===== config.mk =====
export PLATFORM = sky130hd
export DESIGN_NAME = verlet_particle_step_with_walls_flat
export DESIGN_NICKNAME = d
export VERILOG_FILES = /design/src/rtl/vpsw_pkg.sv /design/src/rtl/particle_if.sv /design/src/rtl/update_if.sv /design/src/rtl/vpsw_regs.sv /design/src/rtl/vpsw_calc.sv /design/src/rtl/verlet_particle_step_with_walls.sv /design/src/flat_wrapper.sv
export SDC_FILE = /design/constraint.sdc
export NUM_CORES = 1
export LEC_CHECK = 0
export BUFFER_PORTS_ARGS = -buffer_cell sky130_fd_sc_hd__buf_2
export CAP_MARGIN = 40
export CORE_AREA = 2 2 213 215
export CTS_CLUSTER_SIZE = 28
export DETAILED_ROUTE_END_ITERATION = 10
export DIE_AREA = 0 0 215 217
export GPL_TIMING_DRIVEN = 0
export PLACE_DENSITY = 0.95
export RECOVER_POWER = 100
export SETUP_SLACK_MARGIN = 0.3
export SYNTH_ARGS = -nofsm -noshare
export SYNTH_HDL_FRONTEND = slang
export SYNTH_SLANG_ARGS = --single-unit

===== constraint.sdc =====
create_clock -name clk -period 38.1 [get_ports clk]
set_input_delay 0 -clock clk [delete_from_list [all_inputs] [get_ports clk]]
set_output_delay 0 -clock clk [all_outputs]
set_load 0.03 [all_outputs]

===== src/rtl/vpsw_pkg.sv =====
// Shared types and constants for the Verlet particle step with walls.
// No dependencies; every other file imports this package.
`default_nettype none

package vpsw_pkg;

  localparam int FRAC_BITS  = 8;
  localparam int GRID_CELLS = 64;
  localparam int CELL_DIV   = 15;

  localparam int POS_W  = 24;
  localparam int RAD_W  = 16;
  localparam int WALL_W = 23;
  localparam int CELL_W = 6;

  // velocity and clamped position need one bit more than a position
  localparam int VEL_W = POS_W + 1;
  // position + reflected velocity + acceleration step
  localparam int SUM_W = POS_W + 4;

  // grid cell: whole units divided by CELL_DIV via reciprocal multiply
  localparam int CELL_SPAN   = CELL_DIV << FRAC_BITS;
  localparam int CELL_LIMIT  = GRID_CELLS * CELL_SPAN;
  localparam int CELL_IDX_W  = $clog2(GRID_CELLS * CELL_DIV);
  localparam int RECIP_SHIFT = 20;
  localparam int RECIP       = (1 << RECIP_SHIFT) / CELL_DIV + 1;
  localparam int RECIP_W     = $clog2(RECIP + 1);
  localparam int PROD_W      = CELL_IDX_W + RECIP_W;

  // APB register file
  localparam int ADDR_W    = 4;
  localparam int DATA_W    = 32;
  localparam int REG_IDX_W = ADDR_W - 2;

  localparam logic [WALL_W-1:0] WALL_RESET = WALL_W'(204800);

  typedef enum logic [REG_IDX_W-1:0] {
    REG_WALL_LIMIT = 2'd0,
    REG_ACCEL_X    = 2'd1,
    REG_ACCEL_Y    = 2'd2
  } reg_idx_t;

  typedef struct packed {
    logic        [WALL_W-1:0] wall_limit;
    logic signed [POS_W-1:0]  accel_step_x;
    logic signed [POS_W-1:0]  accel_step_y;
  } cfg_t;

  typedef struct packed {
    logic signed [POS_W-1:0] cur_x;
    logic signed [POS_W-1:0] cur_y;
    logic signed [POS_W-1:0] prev_x;
    logic signed [POS_W-1:0] prev_y;
    logic        [RAD_W-1:0] particle_radius;
  } particle_t;

  typedef struct packed {
    logic signed [POS_W-1:0]  next_x;
    logic signed [POS_W-1:0]  next_y;
    logic signed [POS_W-1:0]  next_prev_x;
    logic signed [POS_W-1:0]  next_prev_y;
    logic        [CELL_W-1:0] cell_col;
    logic        [CELL_W-1:0] cell_row;
  } update_t;

endpackage

`default_nettype wire


===== src/rtl/particle_if.sv =====
// Particle request channel: valid/ready handshake plus one particle.
// Depends on vpsw_pkg.
`default_nettype none

interface particle_if;
  import vpsw_pkg::*;

  logic                    valid;
  logic                    ready;
  logic signed [POS_W-1:0] cur_x;
  logic signed [POS_W-1:0] cur_y;
  logic signed [POS_W-1:0] prev_x;
  logic signed [POS_W-1:0] prev_y;
  logic        [RAD_W-1:0] particle_radius;

  modport source (
    output valid, cur_x, cur_y, prev_x, prev_y, particle_radius,
    input  ready
  );

  modport sink (
    input  valid, cur_x, cur_y, prev_x, prev_y, particle_radius,
    output ready
  );
endinterface

`default_nettype wire


===== src/rtl/update_if.sv =====
// Update request channel: valid/ready handshake plus one particle update.
// Depends on vpsw_pkg.
`default_nettype none

interface update_if;
  import vpsw_pkg::*;

  logic                     valid;
  logic                     ready;
  logic signed [POS_W-1:0]  next_x;
  logic signed [POS_W-1:0]  next_y;
  logic signed [POS_W-1:0]  next_prev_x;
  logic signed [POS_W-1:0]  next_prev_y;
  logic        [CELL_W-1:0] cell_col;
  logic        [CELL_W-1:0] cell_row;

  modport source (
    output valid, next_x, next_y, next_prev_x, next_prev_y, cell_col, cell_row,
    input  ready
  );

  modport sink (
    input  valid, next_x, next_y, next_prev_x, next_prev_y, cell_col, cell_row,
    output ready
  );
endinterface

`default_nettype wire


===== src/rtl/vpsw_regs.sv =====
// APB configuration registers: wall limit and the two acceleration steps.
// Depends on vpsw_pkg.
`default_nettype none

module vpsw_regs (
  input  logic                        clk,
  input  logic                        rst,
  input  logic                        psel,
  input  logic                        penable,
  input  logic                        pwrite,
  input  logic [vpsw_pkg::ADDR_W-1:0] paddr,
  input  logic [vpsw_pkg::DATA_W-1:0] pwdata,
  output logic [vpsw_pkg::DATA_W-1:0] prdata,
  output logic                        pready,
  output vpsw_pkg::cfg_t              cfg
);
  import vpsw_pkg::*;

  logic     wr_en;
  reg_idx_t idx;

  assign pready = 1'b1;
  assign wr_en  = psel && penable && pwrite;
  assign idx    = reg_idx_t'(paddr[ADDR_W-1:2]);

  always_ff @(posedge clk) begin
    if (rst) begin
      cfg.wall_limit   <= WALL_RESET;
      cfg.accel_step_x <= '0;
      cfg.accel_step_y <= '0;
    end else if (wr_en) begin
      unique case (idx)
        REG_WALL_LIMIT: cfg.wall_limit   <= pwdata[WALL_W-1:0];
        REG_ACCEL_X:    cfg.accel_step_x <= signed'(pwdata[POS_W-1:0]);
        REG_ACCEL_Y:    cfg.accel_step_y <= signed'(pwdata[POS_W-1:0]);
        default: ;
      endcase
    end
  end

  always_comb begin
    unique case (idx)
      REG_WALL_LIMIT: prdata = DATA_W'(cfg.wall_limit);
      REG_ACCEL_X:    prdata = DATA_W'(cfg.accel_step_x);
      REG_ACCEL_Y:    prdata = DATA_W'(cfg.accel_step_y);
      default:        prdata = '0;
    endcase
  end

endmodule

`default_nettype wire


===== src/rtl/vpsw_calc.sv =====
// Per-particle datapath: wall clamp and reflection, Verlet step, grid cell.
// Purely combinational; depends on vpsw_pkg.
`default_nettype none

module vpsw_calc (
  input  vpsw_pkg::cfg_t      cfg,
  input  vpsw_pkg::particle_t p,
  output vpsw_pkg::update_t   u
);
  import vpsw_pkg::*;

  function automatic logic signed [POS_W-1:0] sat_pos(input logic signed [SUM_W-1:0] v);
    logic signed [SUM_W-1:0] hi;
    logic signed [SUM_W-1:0] lo;
    hi = SUM_W'({1'b0, {(POS_W-1){1'b1}}});
    lo = -hi - SUM_W'(1);
    if (v > hi)      sat_pos = hi[POS_W-1:0];
    else if (v < lo) sat_pos = lo[POS_W-1:0];
    else             sat_pos = v[POS_W-1:0];
  endfunction

  // three quarters, rounded toward minus infinity
  function automatic logic signed [VEL_W-1:0] damp(input logic signed [VEL_W-1:0] v);
    logic signed [VEL_W+1:0] v3;
    v3   = ((VEL_W+2)'(v) <<< 1) + (VEL_W+2)'(v);
    damp = signed'(v3[VEL_W+1:2]);
  endfunction

  function automatic logic [CELL_W-1:0] cell_of(input logic signed [POS_W-1:0] pos);
    logic [CELL_IDX_W-1:0] n;
    logic [PROD_W-1:0]     prod;
    logic [CELL_W-1:0]     c;
    n    = pos[FRAC_BITS +: CELL_IDX_W];
    prod = PROD_W'(n) * PROD_W'(RECIP);
    if (pos[POS_W-1])
      c = '0;
    else if (32'(unsigned'(pos)) >= 32'(CELL_LIMIT))
      c = CELL_W'(GRID_CELLS - 1);
    else
      c = CELL_W'(prod >> RECIP_SHIFT);
    cell_of = c;
  endfunction

  logic signed [VEL_W-1:0] cx, cy, px, py, rad, wall;
  logic signed [VEL_W-1:0] vx, vy, xc, yc;
  logic signed [VEL_W:0]   dx, dy;
  logic signed [SUM_W-1:0] sum_x, sum_y;
  logic                    lo_x, hi_x, lo_y, hi_y, x_hit, y_hit;
  logic signed [POS_W-1:0] nx, ny;

  assign cx   = VEL_W'(signed'(p.cur_x));
  assign cy   = VEL_W'(signed'(p.cur_y));
  assign px   = VEL_W'(signed'(p.prev_x));
  assign py   = VEL_W'(signed'(p.prev_y));
  assign rad  = signed'(VEL_W'(p.particle_radius));
  assign wall = signed'(VEL_W'(cfg.wall_limit));

  assign vx = cx - px;
  assign vy = cy - py;

  assign lo_x  = cx < rad;
  assign hi_x  = cx + rad > wall;
  assign lo_y  = cy < rad;
  assign hi_y  = cy + rad > wall;
  assign x_hit = lo_x || hi_x;
  assign y_hit = lo_y || hi_y;

  // upper clamp wins when the window is narrower than the particle
  assign xc = hi_x ? wall - rad : (lo_x ? rad : cx);
  assign yc = hi_y ? wall - rad : (lo_y ? rad : cy);

  // effective velocity after the walls; a y hit overrides an x hit
  always_comb begin
    if (y_hit) begin
      dx = (VEL_W+1)'(damp(vx));
      dy = -(VEL_W+1)'(vy);
    end else if (x_hit) begin
      dx = -(VEL_W+1)'(vx);
      dy = (VEL_W+1)'(damp(vy));
    end else begin
      dx = (VEL_W+1)'(vx);
      dy = (VEL_W+1)'(vy);
    end
  end

  assign sum_x = SUM_W'(xc) + SUM_W'(dx) + SUM_W'(cfg.accel_step_x);
  assign sum_y = SUM_W'(yc) + SUM_W'(dy) + SUM_W'(cfg.accel_step_y);
  assign nx    = sat_pos(sum_x);
  assign ny    = sat_pos(sum_y);

  assign u.next_x      = nx;
  assign u.next_y      = ny;
  // clamped position lies in [-max radius, max wall], always a legal position
  assign u.next_prev_x = xc[POS_W-1:0];
  assign u.next_prev_y = yc[POS_W-1:0];
  assign u.cell_col    = cell_of(nx);
  assign u.cell_row    = cell_of(ny);

endmodule

`default_nettype wire


===== src/rtl/verlet_particle_step_with_walls.sv =====
// Top level: particle input register, datapath, update output register, APB regs.
// Depends on vpsw_pkg, particle_if, update_if, vpsw_regs and vpsw_calc.
`default_nettype none

// One particle update per clock while the update side keeps up. An accepted
// particle request is captured in the input register; a single combinational
// pass through the wall and Verlet logic then computes its update, which is
// loaded into the result register that drives the update request. The input
// register moves on whenever the result register is empty or being taken. A
// new particle is therefore taken every cycle while the update side keeps up,
// and one more is held while an update waits. Configuration is written over
// APB at 0x0 (wall limit), 0x4 (x acceleration step) and 0x8 (y acceleration
// step); write it only when no particle is in flight.
module verlet_particle_step_with_walls (
  input  logic                        clk,
  input  logic                        rst,
  particle_if.sink                    particle,
  update_if.source                    update,
  input  logic                        psel,
  input  logic                        penable,
  input  logic                        pwrite,
  input  logic [vpsw_pkg::ADDR_W-1:0] paddr,
  input  logic [vpsw_pkg::DATA_W-1:0] pwdata,
  output logic [vpsw_pkg::DATA_W-1:0] prdata,
  output logic                        pready
);
  import vpsw_pkg::*;

  cfg_t      cfg;
  particle_t s1;
  particle_t p_in;
  update_t   res;
  update_t   res_q;
  logic      s1_valid;
  logic      s1_adv;
  logic      out_valid;

  vpsw_regs u_regs (
    .clk     (clk),
    .rst     (rst),
    .psel    (psel),
    .penable (penable),
    .pwrite  (pwrite),
    .paddr   (paddr),
    .pwdata  (pwdata),
    .prdata  (prdata),
    .pready  (pready),
    .cfg     (cfg)
  );

  assign p_in.cur_x           = particle.cur_x;
  assign p_in.cur_y           = particle.cur_y;
  assign p_in.prev_x          = particle.prev_x;
  assign p_in.prev_y          = particle.prev_y;
  assign p_in.particle_radius = particle.particle_radius;

  assign s1_adv         = !out_valid || update.ready;
  assign particle.ready = !s1_valid || s1_adv;

  always_ff @(posedge clk) begin
    if (rst) begin
      s1_valid  <= 1'b0;
      out_valid <= 1'b0;
    end else begin
      if (particle.ready) s1_valid <= particle.valid;
      if (s1_adv) out_valid <= s1_valid;
    end
  end

  always_ff @(posedge clk) begin
    if (particle.valid && particle.ready) s1 <= p_in;
    if (s1_adv && s1_valid) res_q <= res;
  end

  vpsw_calc u_calc (
    .cfg (cfg),
    .p   (s1),
    .u   (res)
  );

  assign update.valid       = out_valid;
  assign update.next_x      = res_q.next_x;
  assign update.next_y      = res_q.next_y;
  assign update.next_prev_x = res_q.next_prev_x;
  assign update.next_prev_y = res_q.next_prev_y;
  assign update.cell_col    = res_q.cell_col;
  assign update.cell_row    = res_q.cell_row;

  // a particle held behind a stalled update must not move or vanish
  a_s1_hold: assert property (@(posedge clk) disable iff (rst)
    (s1_valid && !s1_adv) |=> (s1_valid && $stable(s1)))
    else $error("input stage lost or changed a held particle");

  a_s1_take: assert property (@(posedge clk) disable iff (rst)
    (particle.valid && particle.ready) |=> s1_valid)
    else $error("accepted particle did not reach the input stage");

  a_out_from_s1: assert property (@(posedge clk) disable iff (rst)
    $rose(out_valid) |-> $past(s1_valid))
    else $error("update valid without a particle behind it");

  // positions left of or below the origin land in cell zero
  a_cell_neg: assert property (@(posedge clk) disable iff (rst)
    out_valid |-> ((!update.next_x[POS_W-1] || update.cell_col == '0) &&
                   (!update.next_y[POS_W-1] || update.cell_row == '0)))
    else $error("negative position mapped to a nonzero cell");

endmodule

`default_nettype wire

===== src/flat_wrapper.sv =====
// flat-port wrapper written by rule: the top's interface ports become plain ports
module verlet_particle_step_with_walls_flat import vpsw_pkg::*;
  (clk, rst, psel, penable, pwrite, paddr, pwdata, prdata, pready, particle_valid, particle_cur_x, particle_cur_y, particle_prev_x, particle_prev_y, particle_particle_radius, particle_ready, update_valid, update_next_x, update_next_y, update_next_prev_x, update_next_prev_y, update_cell_col, update_cell_row, update_ready);
  particle_if particle_i ();
  update_if update_i ();
  input  logic clk;
  input  logic rst;
  input  logic psel;
  input  logic penable;
  input  logic pwrite;
  input  logic [vpsw_pkg::ADDR_W-1:0] paddr;
  input  logic [vpsw_pkg::DATA_W-1:0] pwdata;
  output logic [vpsw_pkg::DATA_W-1:0] prdata;
  output logic pready;
  input wire logic [$bits(particle_i.valid)-1:0] particle_valid;
  input wire logic [$bits(particle_i.cur_x)-1:0] particle_cur_x;
  input wire logic [$bits(particle_i.cur_y)-1:0] particle_cur_y;
  input wire logic [$bits(particle_i.prev_x)-1:0] particle_prev_x;
  input wire logic [$bits(particle_i.prev_y)-1:0] particle_prev_y;
  input wire logic [$bits(particle_i.particle_radius)-1:0] particle_particle_radius;
  output wire logic [$bits(particle_i.ready)-1:0] particle_ready;
  output wire logic [$bits(update_i.valid)-1:0] update_valid;
  output wire logic [$bits(update_i.next_x)-1:0] update_next_x;
  output wire logic [$bits(update_i.next_y)-1:0] update_next_y;
  output wire logic [$bits(update_i.next_prev_x)-1:0] update_next_prev_x;
  output wire logic [$bits(update_i.next_prev_y)-1:0] update_next_prev_y;
  output wire logic [$bits(update_i.cell_col)-1:0] update_cell_col;
  output wire logic [$bits(update_i.cell_row)-1:0] update_cell_row;
  input wire logic [$bits(update_i.ready)-1:0] update_ready;
  assign particle_i.valid = particle_valid;
  assign particle_i.cur_x = particle_cur_x;
  assign particle_i.cur_y = particle_cur_y;
  assign particle_i.prev_x = particle_prev_x;
  assign particle_i.prev_y = particle_prev_y;
  assign particle_i.particle_radius = particle_particle_radius;
  assign particle_ready = particle_i.ready;
  assign update_valid = update_i.valid;
  assign update_next_x = update_i.next_x;
  assign update_next_y = update_i.next_y;
  assign update_next_prev_x = update_i.next_prev_x;
  assign update_next_prev_y = update_i.next_prev_y;
  assign update_cell_col = update_i.cell_col;
  assign update_cell_row = update_i.cell_row;
  assign update_i.ready = update_ready;
  verlet_particle_step_with_walls u_core (.clk(clk), .rst(rst), .particle(particle_i), .update(update_i), .psel(psel), .penable(penable), .pwrite(pwrite), .paddr(paddr), .pwdata(pwdata), .prdata(prdata), .pready(pready));
endmodule

After elaboration in Yosys (flattened, before gate mapping)
Cells that the tools add are included.

cells by class
  add/sub/neg operators = 13
  $mul = 2
  order comparisons = 10
  equality and inequality tests = 2
  multiplexer cells = 15
  reductions and logical operators = 14

operator list
  kind                    number
  $mux 26                 4
  $mux 25                 4
  $mux 24                 4
  $pmux 32 s3             1
  $add 27x24->28          2
  $gt 28x24->1 const B    2
  $lt 28x24->1 const B    2
  $add 25x26->27          2
  $add 26x25->27          2
  $neg 25->26             2
  $add 24x17->25          2
  $gt 25x24->1            2
  $mul 10x16->25 const B  2
  $sub 24x24->25          2
  $ge 24x18->1 const B    2
  $lt 24x17->1            2
  $sub 23x16->24          1
  $mux 6                  2
  $reduce_and 2->1        3
  $logic_and 1x1->1       4
  $logic_or 1x1->1        4
  $eq 2x1->1 const B      1
  $eq 2x2->1 const B      1
  $logic_not 1->1         2
  $logic_not 2->1         1

storage, ports and cells
  flip-flop bits (word level) = 293
  output and inout bits = 143
  logic and storage cells = 72

Depth between registers and ports, before layout
  depth in word-level cells = 12
  depth in mapped cells = 62
  mapped depth without buffers = 61

Hierarchy
Synthesis repeated with hierarchy kept, for this count alone.

second synthesis, totals
  cells, all modules = 3,165
  area total of the unflattened synthesis = 29,241.8 µm²

modules (own cells, without submodules)
  module                           times used  cells each  area an instance (µm²)
  vpsw_calc                        1           2,582       19,055.8
  verlet_particle_step_with_walls  1           230         6,710.2
  vpsw_regs                        1           353         3,475.8

Worst setup path after synthesis
Ideal clock, no wire load.

  path type = reg-to-reg
  from = reg u_core.s1[0] (netlist name)
  to = reg u_core.res_q, in the netlist u_core.update.cell_col[5] (data pin)
  library setup time = 277 ps
  arrival = 11,790 ps
  required time = 37,823 ps
  path slack = 26,033 ps
  cell stages (with the launch flop) = 56
  buffers on the path = 3
  period minus slack after synthesis = 12,067 ps
  cell sequence = edfxtp_1 -> ha_1 -> inv_1 -> fa_1 -> o21ba_2 -> o21bai_1 -> a21oi_1 -> o21bai_1 -> o21a_1 -> nand2_1 -> a31oi_1 -> a221o_1 -> and2_1 -> nand2_1 -> xnor2_1 -> ha_1 -> a21oi_1 -> nor2b_1 -> [... 20 more ...] -> o41ai_1 -> o41a_1 -> clkbuf_1 -> o21ai_0 -> ha_1 -> fa_1 -> ha_1 -> inv_1 -> fa_1 -> inv_1 -> ha_1 -> nand2_1 -> or4_1 -> a211o_1 -> a31oi_1 -> a311o_1 -> xnor2_1 -> a21oi_1

RTL lines
  item                      line                                   RTL
  start: declaration        verlet_particle_step_with_walls.sv:30  particle_t s1;
  start signal: assignment  verlet_particle_step_with_walls.sv:71  if (particle.valid && particle.ready) s1 <= p_in;
  end signal: assignment    verlet_particle_step_with_walls.sv:72  if (s1_adv && s1_valid) res_q <= res;
  end: declaration          verlet_particle_step_with_walls.sv:33  update_t res_q;

==> results.md <==
- Outcome: finished, violations left
- Failing checks: max-capacitance violations, max-slew violations
- CTS H-tree depth: 1
- Setup tns final: 0 ns
- Max Clock Freq: 0.0569 GHz
- IO Count: roughly 300
- Clk sinks: about 300
- Detailed router's first-iteration violation count: 3104
- Antenna violations before repair: 0
- Largest net degree at the start of global routing: 71
- Total Wirelength: 94700 microns
- Clk_skew: 0.0329 ns
- Power per standard cell area: 76.1 mW/mm^2
- Top cells by count, synth: ha_1, inv_1, nand2_1, a21oi_1, edfxtp_1
- DRC: 0
- Worst slack at placement: between 20 and 25 ns
- CTS buffer count: 31
- Kind of critical path: flip-flop to flip-flop
- Leak pwr: 14.7 nW
- Hold WC Path Type: input pin to flip-flop
- Crit-path slowest cell: o311ai_0
- Worst Setup End Kind: flip-flop
- Final core occ: 73.8%
- Final instance area: 0.0330 sq mm
- Worst-skew pair later-pin latency: 0.61 ns
- Yosys top cell area share: between 20% and 30%
- Crit path DAT: 17.86 ns
- Mapped Area: 0.0286 sq mm
- Peak VDD IR: 0.0908 mV
- Final period utilization: 46.1%
- GRT Residual Overflow: 0
- Clock Path Buffers: 3
- Startpoint Class: flip-flop
- Total number of vias: roughly 27000
- Core area: 0.0447 sq mm
- Minimum clock period: 17.56 ns
- Worst slew margin: -147%
- CTS tree: yes
- Gate count after technology mapping: 3242
- Setup WS post-layout: 20.54 ns
- Register bit total from synthesis: 293
- Final Net Count: between 4000 and 5000
- Total track usage: 39.7%
- Synth area leader: edfxtp_1
- Slew @ Worst Pin: 3.70 ns
- Number of synthesized flops with an enable pin: 220
- Clock slew at reported path FFs: 0.07 ns
- DIE WIDTH: 215 microns
- Drt pass-1 iters: 8
- Library cells used by synthesis: 84
- CP max FO: 10
- Global-route wire length before repair: 144000 microns
- Placed cell area: ~0.031 sq mm
- CP max stage delay: 1.41 ns
- Syn Nets: between 3000 and 4000
- Number of global-route vias before repair: 26712
- Count of cells resized by post-cts repair: 0
- Fin. max-slew vios: 243
- Gpl congestion: 1.04
- Register area share after synthesis: ~28%
- I/O Buffers: 285
- Share of layout cells above drive strength 1: 6.02%
- Chip height: 217 microns
- Synth warn: 0
- Die area: approximately 0.047 sq mm
- Via-per-instance ratio: between 6 and 7
- Finish-stage setup viols: 0
- Ys flop type: edfxtp_1
- Hold Vio Cnt, Final: 0
- FFs w/ async S/R, synth: 0%
- Core Rows: 78
- Largest cells by area after synthesis: edfxtp_1, ha_1, fa_1
- DR WL/cell: approximately 22 microns
- Detailed placement HPWL: 72400 microns
- Initial core utilization: a little under two thirds
- P&R area growth vs syn: 15.4%
- RSZ-0062 raised after global routing: false
- CP required: approximately 38 ns
- Maxcap violations: 8
- R2r setup slk: 20.54 ns
- Root buffer cell: clkbuf_16
- Routed Antenna Nets: 0
- Placed Cells: 4137
- Post-Layout Cell Count: ~4300
- Avg Synthesized Cell Area: between 8 and 9 sq um
- Most common cell in the netlist: ha_1
[flip-flops by register name, indices dropped and copies added, names as in the netlist]
signal and flops:
u_core.update.next_prev_y 24, u_core.update.next_y 24, u_core.update.next_x 24, u_core.s1_valid 1, u_core.s1 112, u_core.update.cell_row 6, u_core.u_regs.cfg 71, u_core.update.cell_col 6
u_core.update.next_prev_x 24, u_core.update.valid 1
[what timing repair did]
action                                 CTS  global route
hold buffers                           142             0
buffers inserted                         0             0
endpoints found under the hold margin  185             0
[per-layer routing]
layer	track usage, %	wire length, microns	vias up
li1	-	-	12251
met1	48.5	35300	12580
met2	65.6	42200	1768
met3	6.35	9980	430
met4	25.8	7220	0
met5	0	0	-
[critical path, delay by kind of cell, from the launching register on]
family / cells / cell delay [ns]
AOI/OAI and AO/OA: 25 / 7.92
xor gates and xnor gates: 2 / 0.21
adders and majority gates: 10 / 3.79
buffers and inverters: 6 / 1.91
and+or+nand+nor: 9 / 2.91
DFF: 1 / 0.46
[cells in the final DEF, fill, tap and decap left out, types with 7 or more instances in the layout]
cell           instances
ha_1                 414
inv_1                407
nand2_1              318
a21oi_1              283
clkbuf_1             257
edfxtp_1             220
o21ai_0              199
nor2_1               172
xnor2_1              147
dlygate4sd3_1        142
buf_2                121
mux2i_1               78
fa_1                  77
xor2_1                74
dfxtp_1               73
a21o_1                68
nand3_1               61
o21a_1                52
nor3_1                51
nor2b_1               46
nand2b_1              37
a211oi_1              32
and3_1                32
clkbuf_16             32
o21bai_1              30
a31oi_1               29
nand4_1               23
or3_1                 22
mux2_2                13
buf_4                 13
o211ai_1              11
o31ai_1               10
or2_2                 10
nor3b_1                9
a211o_1                9
a21boi_0               8
and2_1                 8
mux2_1                 8
a31o_2                 8
nor4_1                 7
[power by group]
group	internal (W)	switching, W	total (W)
Sequential	0.000393	0.0000156	0.000408
Combinational	0.000721	0.00108	0.00180
Clock	0.000172	0.000135	0.000307
[worst paths after layout]
check | startpoint | endpoint | depth (start not counted)
max | u_core.s1[1] | u_core.update.cell_col[5] | 52
min | rst | u_core.u_regs.cfg[61] | 2
max reg2reg | u_core.s1[1] | u_core.update.cell_col[5] | 52
min reg2reg | u_core.u_regs.cfg[6] | u_core.u_regs.cfg[6] | 2
[through the flow]
| step | power [W] | hold slack [ns] |
|---|---|---|
| final | 0.00251 | 0.0546 |
| after global routing | 0.00275 | 0.0355 |
| after CTS | 0.00248 | 0.00383 |
| after detailed placement | 0.00215 | 0.178 |
| after global placement | 0.00209 | 0.177 |
| after floorplan | 0.00173 | 0.0989 |
[cell families after synthesis]
group                      Yosys count  synth area share, %
DFF                                293                 28.2
other                                1               0.0131
xor gates and xnor gates           221                 6.77
and+or+nand+nor                    816                 13.2
AOI/OAI and AO/OA                  819                 17.9
muxes                               99                 3.56
buffers and inverters              502                 6.78
adders and majority gates          491                 23.5
[layout make-up]
type | count | area [sq um]
clock buffer | 41 | 855
sequential | 293 | 8070
clock inverter | 17 | 160
buffer | 94 | 398
inverter | 408 | 1530
fill | 3256 | 11700
timing repair buffer | 438 | 2690
multi-input combinational | 2447 | 18500
antenna | 3 | 7.51
tap | 600 | 751
(Power assumes the default switching activity.)
